<file path="config.mk">
export PLATFORM = sky130hd
export DESIGN_NAME = masked_peak_normalize_rgb8
export DESIGN_NICKNAME = d
export VERILOG_FILES = /design/src/mpn_pkg.sv /design/src/masked_peak_normalize_rgb8.sv /design/src/mpn_lane.sv /design/src/mpn_merge.sv
export SDC_FILE = /design/constraint.sdc
export NUM_CORES = 1
export LEC_CHECK = 0
export BUFFER_PORTS_ARGS = -buffer_cell sky130_fd_sc_hd__buf_2
export CAP_MARGIN = 20
export CORE_UTILIZATION = 48
export DETAILED_ROUTE_END_ITERATION = 10
export GPL_TIMING_DRIVEN = 0
export PLACE_DENSITY = 0.74
export SYNTH_ARGS = -nofsm -noshare
export SYNTH_HDL_FRONTEND = slang
export SYNTH_SLANG_ARGS = --single-unit
</file>
<file path="constraint.sdc">
create_clock -name clk -period 6.8 [get_ports clk]
set_input_delay 0.68 -clock clk [delete_from_list [all_inputs] [get_ports clk]]
set_output_delay 0.68 -clock clk [all_outputs]
set_load 0.01 [all_outputs]
</file>
<file path="src/mpn_pkg.sv">
package mpn_pkg;

	// opcodes carried in s_tuser
	localparam logic [1:0] OP_START   = 2'd0;
	localparam logic [1:0] OP_MEASURE = 2'd1;
	localparam logic [1:0] OP_RENDER  = 2'd2;

	// register select, taken from paddr[2]
	localparam logic REG_COLOR_MODE  = 1'b0;
	localparam logic REG_MASK_ENABLE = 1'b1;
	localparam int   ADDR_W          = 3;

	localparam int NUM_LANES   = 3;
	localparam int MASK_W      = 8;
	localparam int LEVEL_W     = 8;
	localparam int QUOT_W      = 9;   // 8 quotient bits plus saturation bit
	localparam int IDX_W       = 4;
	localparam int SMALL_PEAK  = 4;
	localparam int DIV_DEFAULT = 255;

	localparam logic [MASK_W-1:0]  MASK_FULL = 8'hff;
	localparam logic [LEVEL_W-1:0] LEVEL_MAX = 8'hff;
	localparam logic [IDX_W-1:0]   IDX_TOP   = 4'(QUOT_W - 1);

	typedef struct packed {
		logic             load;
		logic             step;
		logic [IDX_W-1:0] idx;
	} lane_ctrl_t;

	// red in the lowest byte
	typedef struct packed {
		logic [LEVEL_W-1:0] alpha;
		logic [LEVEL_W-1:0] blue;
		logic [LEVEL_W-1:0] green;
		logic [LEVEL_W-1:0] red;
	} pixel_t;

endpackage

</file>
<file path="src/masked_peak_normalize_rgb8.sv">
// Channel   Dir  Handshake                 Payload
// s_*       in   s_tvalid / s_tready       tuser opcode, tdata samples and masks
// m_*       out  m_tvalid / m_tready       tdata RGBA pixel
// APB       in   psel, penable, pready=1   color_mode @0x0, mask_enable @0x4
//
// Start and measure requests leave s_tready high. A render request runs
// through one load, nine divider steps (one quotient bit per step in
// each of the three lanes) and one merge into the output register.
// If the output register is full and not being read the pixel waits in the
// merge state; the next request is taken the cycle after the pixel is stored.
// Asynchronous active-low reset clears peak, registers and control.
module masked_peak_normalize_rgb8 #(
	parameter int SAMPLE_BITS = 16
) (
	input  logic                         clk,
	input  logic                         arst_n,
	// slave stream
	input  logic                         s_tvalid,
	output logic                         s_tready,
	// tdata, from bit 0: red_sample, red_mask, green_sample, green_mask,
	// blue_sample, blue_mask, zero pad to whole bytes
	input  logic [((3*SAMPLE_BITS+24+7)/8)*8-1:0] s_tdata,
	// tuser: opcode
	input  logic [1:0]                   s_tuser,
	// master stream
	output logic                         m_tvalid,
	input  logic                         m_tready,
	// tdata, from bit 0: red_out, green_out, blue_out, alpha_out
	output logic [31:0]                  m_tdata,
	// configuration
	input  logic                         psel,
	input  logic                         penable,
	input  logic                         pwrite,
	input  logic [mpn_pkg::ADDR_W-1:0]   paddr,
	input  logic [31:0]                  pwdata,
	output logic [31:0]                  prdata,
	output logic                         pready
);

	localparam int FIELD_W = SAMPLE_BITS + mpn_pkg::MASK_W;

	localparam logic [1:0] ST_IDLE  = 2'd0;
	localparam logic [1:0] ST_DIV   = 2'd1;
	localparam logic [1:0] ST_MERGE = 2'd2;

	logic [1:0]                  state_q;
	logic [mpn_pkg::IDX_W-1:0]   idx_q;
	logic                        color_mode_q;
	logic                        mask_enable_q;
	logic [SAMPLE_BITS-1:0]      peak_q;
	logic [mpn_pkg::MASK_W-1:0]  mask_q [mpn_pkg::NUM_LANES];
	mpn_pkg::pixel_t             out_q;
	logic                        out_valid_q;

	logic                        in_acc;
	logic                        cfg_wr;
	logic                        out_load;
	logic [SAMPLE_BITS-1:0]      divisor;
	logic [SAMPLE_BITS-1:0]      sample [mpn_pkg::NUM_LANES];
	logic [mpn_pkg::MASK_W-1:0]  mask_eff [mpn_pkg::NUM_LANES];
	logic [mpn_pkg::LEVEL_W-1:0] level [mpn_pkg::NUM_LANES];
	mpn_pkg::lane_ctrl_t         ctrl;
	mpn_pkg::pixel_t             pixel;

	// ---- configuration port ----
	assign pready = 1'b1;
	assign cfg_wr = psel && penable && pwrite && pready;
	assign prdata = (paddr[2] == mpn_pkg::REG_MASK_ENABLE) ? {31'b0, mask_enable_q}
	                                                       : {31'b0, color_mode_q};

	always_ff @(posedge clk or negedge arst_n) begin
		if (!arst_n) begin
			color_mode_q  <= 1'b0;
			mask_enable_q <= 1'b0;
		end else if (cfg_wr) begin
			unique case (paddr[2])
				mpn_pkg::REG_COLOR_MODE:  color_mode_q  <= pwdata[0];
				mpn_pkg::REG_MASK_ENABLE: mask_enable_q <= pwdata[0];
			endcase
		end
	end

	// ---- request fields; masking off reads every mask as full ----
	for (genvar j = 0; j < mpn_pkg::NUM_LANES; j++) begin : g_field
		assign sample[j]   = s_tdata[j*FIELD_W +: SAMPLE_BITS];
		assign mask_eff[j] = mask_enable_q ? s_tdata[j*FIELD_W+SAMPLE_BITS +: mpn_pkg::MASK_W]
		                                   : mpn_pkg::MASK_FULL;
	end

	assign s_tready = (state_q == ST_IDLE);
	assign in_acc   = s_tvalid && s_tready;

	// small peaks fall back to 255 as divisor
	assign divisor = (peak_q < SAMPLE_BITS'(mpn_pkg::SMALL_PEAK))
	                 ? SAMPLE_BITS'(mpn_pkg::DIV_DEFAULT) : peak_q;

	// ---- running peak ----
	always_ff @(posedge clk or negedge arst_n) begin
		if (!arst_n) begin
			peak_q <= '0;
		end else if (in_acc) begin
			if (s_tuser == mpn_pkg::OP_START) begin
				peak_q <= '0;
			end else if (s_tuser == mpn_pkg::OP_MEASURE && mask_eff[0] != '0
			             && sample[0] > peak_q) begin
				peak_q <= sample[0];
			end
		end
	end

	// ---- sequencer ----
	assign out_load = (state_q == ST_MERGE) && (!out_valid_q || m_tready);

	always_ff @(posedge clk or negedge arst_n) begin
		if (!arst_n) begin
			state_q <= ST_IDLE;
			idx_q   <= '0;
		end else begin
			unique case (state_q)
				ST_IDLE: begin
					if (in_acc && s_tuser == mpn_pkg::OP_RENDER) begin
						state_q <= ST_DIV;
						idx_q   <= mpn_pkg::IDX_TOP;
					end
				end
				ST_DIV: begin
					if (idx_q == '0) begin
						state_q <= ST_MERGE;
					end else begin
						idx_q <= idx_q - 1'b1;
					end
				end
				ST_MERGE: begin
					if (out_load) begin
						state_q <= ST_IDLE;
					end
				end
				default: state_q <= ST_IDLE;
			endcase
		end
	end

	always_ff @(posedge clk) begin
		if (in_acc && s_tuser == mpn_pkg::OP_RENDER) begin
			for (int j = 0; j < mpn_pkg::NUM_LANES; j++) begin
				mask_q[j] <= mask_eff[j];
			end
		end
	end

	assign ctrl.load = in_acc && (s_tuser == mpn_pkg::OP_RENDER);
	assign ctrl.step = (state_q == ST_DIV);
	assign ctrl.idx  = idx_q;

	// ---- three divider lanes ----
	for (genvar j = 0; j < mpn_pkg::NUM_LANES; j++) begin : g_lane
		mpn_lane #(
			.SAMPLE_BITS(SAMPLE_BITS)
		) u_lane (
			.clk    (clk),
			.arst_n (arst_n),
			.ctrl   (ctrl),
			.sample (sample[j]),
			.divisor(divisor),
			.level  (level[j])
		);
	end

	mpn_merge u_merge (
		.color_mode(color_mode_q),
		.level_r   (level[0]),
		.level_g   (level[1]),
		.level_b   (level[2]),
		.mask_r    (mask_q[0]),
		.mask_g    (mask_q[1]),
		.mask_b    (mask_q[2]),
		.pixel     (pixel)
	);

	// ---- output register ----
	always_ff @(posedge clk or negedge arst_n) begin
		if (!arst_n) begin
			out_valid_q <= 1'b0;
		end else if (out_load) begin
			out_valid_q <= 1'b1;
		end else if (m_tready) begin
			out_valid_q <= 1'b0;
		end
	end

	always_ff @(posedge clk) begin
		if (out_load) begin
			out_q <= pixel;
		end
	end

	assign m_tvalid = out_valid_q;
	assign m_tdata  = out_q;

endmodule

</file>
<file path="src/mpn_lane.sv">
// One channel divider: restoring division of sample*255 by the divisor,
// one quotient bit per step, MSB first. Bit 8 set means saturate.
module mpn_lane #(
	parameter int SAMPLE_BITS = 16
) (
	input  logic                         clk,
	input  logic                         arst_n,
	input  mpn_pkg::lane_ctrl_t          ctrl,
	input  logic [SAMPLE_BITS-1:0]       sample,
	input  logic [SAMPLE_BITS-1:0]       divisor,
	output logic [mpn_pkg::LEVEL_W-1:0]  level
);

	localparam int REM_W = SAMPLE_BITS + 8;

	logic [REM_W-1:0]           rem_q;
	logic [SAMPLE_BITS-1:0]     div_q;
	logic [mpn_pkg::QUOT_W-1:0] quot_q;
	logic [REM_W-1:0]           trial;

	assign trial = {8'b0, div_q} << ctrl.idx;

	always_ff @(posedge clk or negedge arst_n) begin
		if (!arst_n) begin
			quot_q <= '0;
		end else if (ctrl.load) begin
			quot_q <= '0;
		end else if (ctrl.step && rem_q >= trial) begin
			quot_q[ctrl.idx] <= 1'b1;
		end
	end

	always_ff @(posedge clk) begin
		if (ctrl.load) begin
			// x*255 as (x << 8) - x
			rem_q <= {sample, 8'b0} - {8'b0, sample};
			div_q <= divisor;
		end else if (ctrl.step && rem_q >= trial) begin
			rem_q <= rem_q - trial;
		end
	end

	assign level = quot_q[mpn_pkg::QUOT_W-1] ? mpn_pkg::LEVEL_MAX
	                                         : quot_q[mpn_pkg::LEVEL_W-1:0];

endmodule

</file>
<file path="src/mpn_merge.sv">
// Combines the three lane levels with the masks into one RGBA pixel; gray mode uses only the red level and mask.
module mpn_merge (
	input  logic                        color_mode,
	input  logic [mpn_pkg::LEVEL_W-1:0] level_r,
	input  logic [mpn_pkg::LEVEL_W-1:0] level_g,
	input  logic [mpn_pkg::LEVEL_W-1:0] level_b,
	input  logic [mpn_pkg::MASK_W-1:0]  mask_r,
	input  logic [mpn_pkg::MASK_W-1:0]  mask_g,
	input  logic [mpn_pkg::MASK_W-1:0]  mask_b,
	output mpn_pkg::pixel_t             pixel
);

	logic zr, zg, zb;

	assign zr = (mask_r == '0);
	assign zg = (mask_g == '0);
	assign zb = (mask_b == '0);

	always_comb begin
		if (!color_mode) begin
			pixel.red   = level_r;
			pixel.green = level_r;
			pixel.blue  = level_r;
			pixel.alpha = mask_r;
		end else if (zr && zg && zb) begin
			// fully masked: transparent, levels left as they are
			pixel.red   = level_r;
			pixel.green = level_g;
			pixel.blue  = level_b;
			pixel.alpha = '0;
		end else begin
			pixel.red   = zr ? '0 : level_r;
			pixel.green = zg ? '0 : level_g;
			pixel.blue  = zb ? '0 : level_b;
			pixel.alpha = mpn_pkg::LEVEL_MAX;
		end
	end

endmodule

</file>
==> impl_metrics.tcl <==
set metrics [dict create \
    status "completed" \
    period_share_pct 88.7 \
    area_growth_pct 13.5 \
    rrSetupSlack_ps 770 \
    yosysWarnings 0 \
    antenna_found_initial 0 \
    hpwl_microns 31600 \
    ant_nets 0 \
    avgSynthCellArea_sq_um 9.10 \
    first_iter_violations 1108 \
    cts.sinks 196 \
    cp-endpoint "g_lane[0].u_lane.rem_q[22]$_DFFE_PP_" \
    syn_inst 1631 \
    dp_worst_setup_slack_ps 458 \
    rsz0062_at_grt "false" \
    numCtsBuffers 17 \
    drtPass1Iterations 6 \
    min_period_ps 6030 \
    path_max_fanout 20 \
    maxSlewHeadroom_pct 32.3 \
    core-area_sq_um 30000 \
    drc 0 \
    synthArstFlopShare_pct 26.5 \
    track_usage_pct 26.7 \
    grt_pass1_wl_microns 65000 \
    start_util_pct 49.4 \
    die_area_sq_um 31600 \
    fp.dieW_microns 178 \
    setup_ws_ps 767 \
    timing.rr.start "idx_q[0]$_DFFE_PN0P_" \
    avgViaCountPerCell 5.85 \
    hold_violations 0 \
    path_class "register to register" \
    grt_max_degree 41 \
    grt_pass1_vias 12257 \
    cp_data_required_time_ps 6950 \
    htree_num_levels 4 \
    timing.fmax_mhz 166 \
    worstSetupEndpointType "register" \
    die_h_microns 178 \
    wirelength_microns 41400 \
    clockRootBuffer "clkbuf_16" \
    synth-main-ff-cell "edfxtp_1" \
    setup_viol 0 \
    synth_cell_types 75 \
    synth-seq-cells 196 \
    cts_setup_buffers 0 \
    crit_start "idx_q[0]$_DFFE_PN0P_" \
    layout.nets 2048 \
    drv_cap 0 \
    syn_area_sq_um 14800 \
    tightestPinTransition_ps 1010 \
    cp_data_arrival_time_ps 6180 \
    worstReg2RegEnd "g_lane[0].u_lane.rem_q[22]$_DFFE_PP_" \
    yosysSeqAreaShare_pct 37.9 \
    synth_edf_count 144 \
    insertion_delay_ps 450 \
    cts_tree "built" \
    r2r_cells 17 \
    min_path_type "primary input to asynchronous set/reset pin" \
    port_buffers 117 \
    tns_ps 0 \
    vias 12956 \
    drive_gt1_share_pct 12.8 \
    startpoint_type "register" \
    cts_resized 0 \
    num_rows 63 \
    clockBufferDepth 2 \
    timing.hold.ws_ps 157 \
    hold_buffers 0 \
    skew_ps 17.4 \
    post_drt_wl_per_cell_microns 18.7 \
    clk_pin_slew_ps 90 \
    ios 183 \
    diodes 0 \
    grt-ovfl-total 0 \
    place_congestion 0.940 \
    finalMaxSlewViolations 0 \
]
[cell usage after synthesis, types with 43 or more instances]
cell / n / share of area, %
xnor2_1: 73 / 4.3
ha_1: 119 / 10
clkbuf_1: 52 / 1.3
inv_1: 71 / 1.8
o21ai_0: 104 / 3.5
nand2_1: 167 / 4.2
xor2_1: 43 / 2.5
edfxtp_1: 144 / 29
a21o_1: 53 / 2.7
nor2_1: 145 / 3.7
a21oi_1: 147 / 5.0
dfrtp_1: 52 / 8.8
[cells in the final DEF (no fill, tap or decap), drive strengths merged, types with 54 or more instances in the layout]
cell type    n
buf        175
nand2      167
a21oi      147
nor2       145
edfxtp     144
ha         119
o21ai      108
inv         81
xnor2       73
clkbuf      69
a21o        54
[critical path: stages, from the launching register on]
cell	delay [ps]
dfrtp_1	380
clkbuf_1	380
buf_1	460
inv_1	260
a211oi_1	230
a21oi_1	110
mux2i_1	250
nor2_1	70
a21oi_1	780
ha_1	220
clkbuf_1	320
nand3_1	180
nor3_1	380
nand4_1	170
a21oi_1	780
o21ai_0	200
nand2_1	310
buf_16	220
[routing by layer]
layer | global-route usage, % | vias up | routed length, microns
met1 | 35.6 | 6068 | 17900
met3 | 3.79 | 94 | 3060
met2 | 43.3 | 539 | 18900
li1 | - | 6255 | -
met4 | 11.5 | 0 | 1550
met5 | 0 | - | 0
[worst min path at each step]
stage	start	to	slack, ps
2_1_floorplan	arst_n	color_mode_q$_DFFE_PN0P_	380
3_3_place_gp	g_lane[1].u_lane.quot_q[3]$_DFFE_PN0P_	g_lane[1].u_lane.quot_q[3]$_DFFE_PN0P_	470
3_5_place_dp	g_lane[1].u_lane.quot_q[3]$_DFFE_PN0P_	g_lane[1].u_lane.quot_q[3]$_DFFE_PN0P_	470
4_1_cts	arst_n	peak_q[1]$_DFFE_PN0P_	160
5_1_grt	arst_n	peak_q[1]$_DFFE_PN0P_	180
6_report	arst_n	peak_q[1]$_DFFE_PN0P_	160
[cell type report]
type | instances | area (sq um)
tap | 390 | 488
buffer | 97 | 489
multi-input combinational | 1297 | 8580
clock inverter | 15 | 205
inverter | 71 | 267
timing repair buffer | 130 | 761
sequential | 196 | 5630
clock buffer | 17 | 425
fill | 2692 | 13200
[cell families (layout without fill, tap and decap cells)]
kind of cell	after synthesis	in the layout	synth area share, %
AO/OA/AOI/OAI	461	461	19.5
XOR/XNOR	116	116	6.85
adder cells (fa/ha/maj)	122	122	10.4
buffers and inverters	168	330	5.09
flip-flops	196	196	37.9
multiplexers	37	37	3.15
other	2	32	0.0506
AND/OR/NAND/NOR	529	529	17.0
[through the flow]
step	utilization, %	instances	instance area, sq um
5_1_grt	56.1	2213	16800
3_3_place_gp	53.3	2168	16000
4_1_cts	56.0	2212	16800
2_1_floorplan	-	1661	14900
6_report	56.1	2213	16800
3_5_place_dp	53.9	2180	16200
[flip-flops by register name, indices dropped and copies added (netlist names)]
signal                flops
g_lane.u_lane.div_q      16
m_tdata                  32
g_lane.u_lane.quot_q     27
g_lane.u_lane.rem_q      72
m_tvalid                  1
mask_q                   24
mask_enable_q             1
idx_q                     4
peak_q                   16
state_q                   2
color_mode_q              1
Power is not shown: default switching activity piles up to over one toggle a cycle in this logic, so the estimate is an artifact.
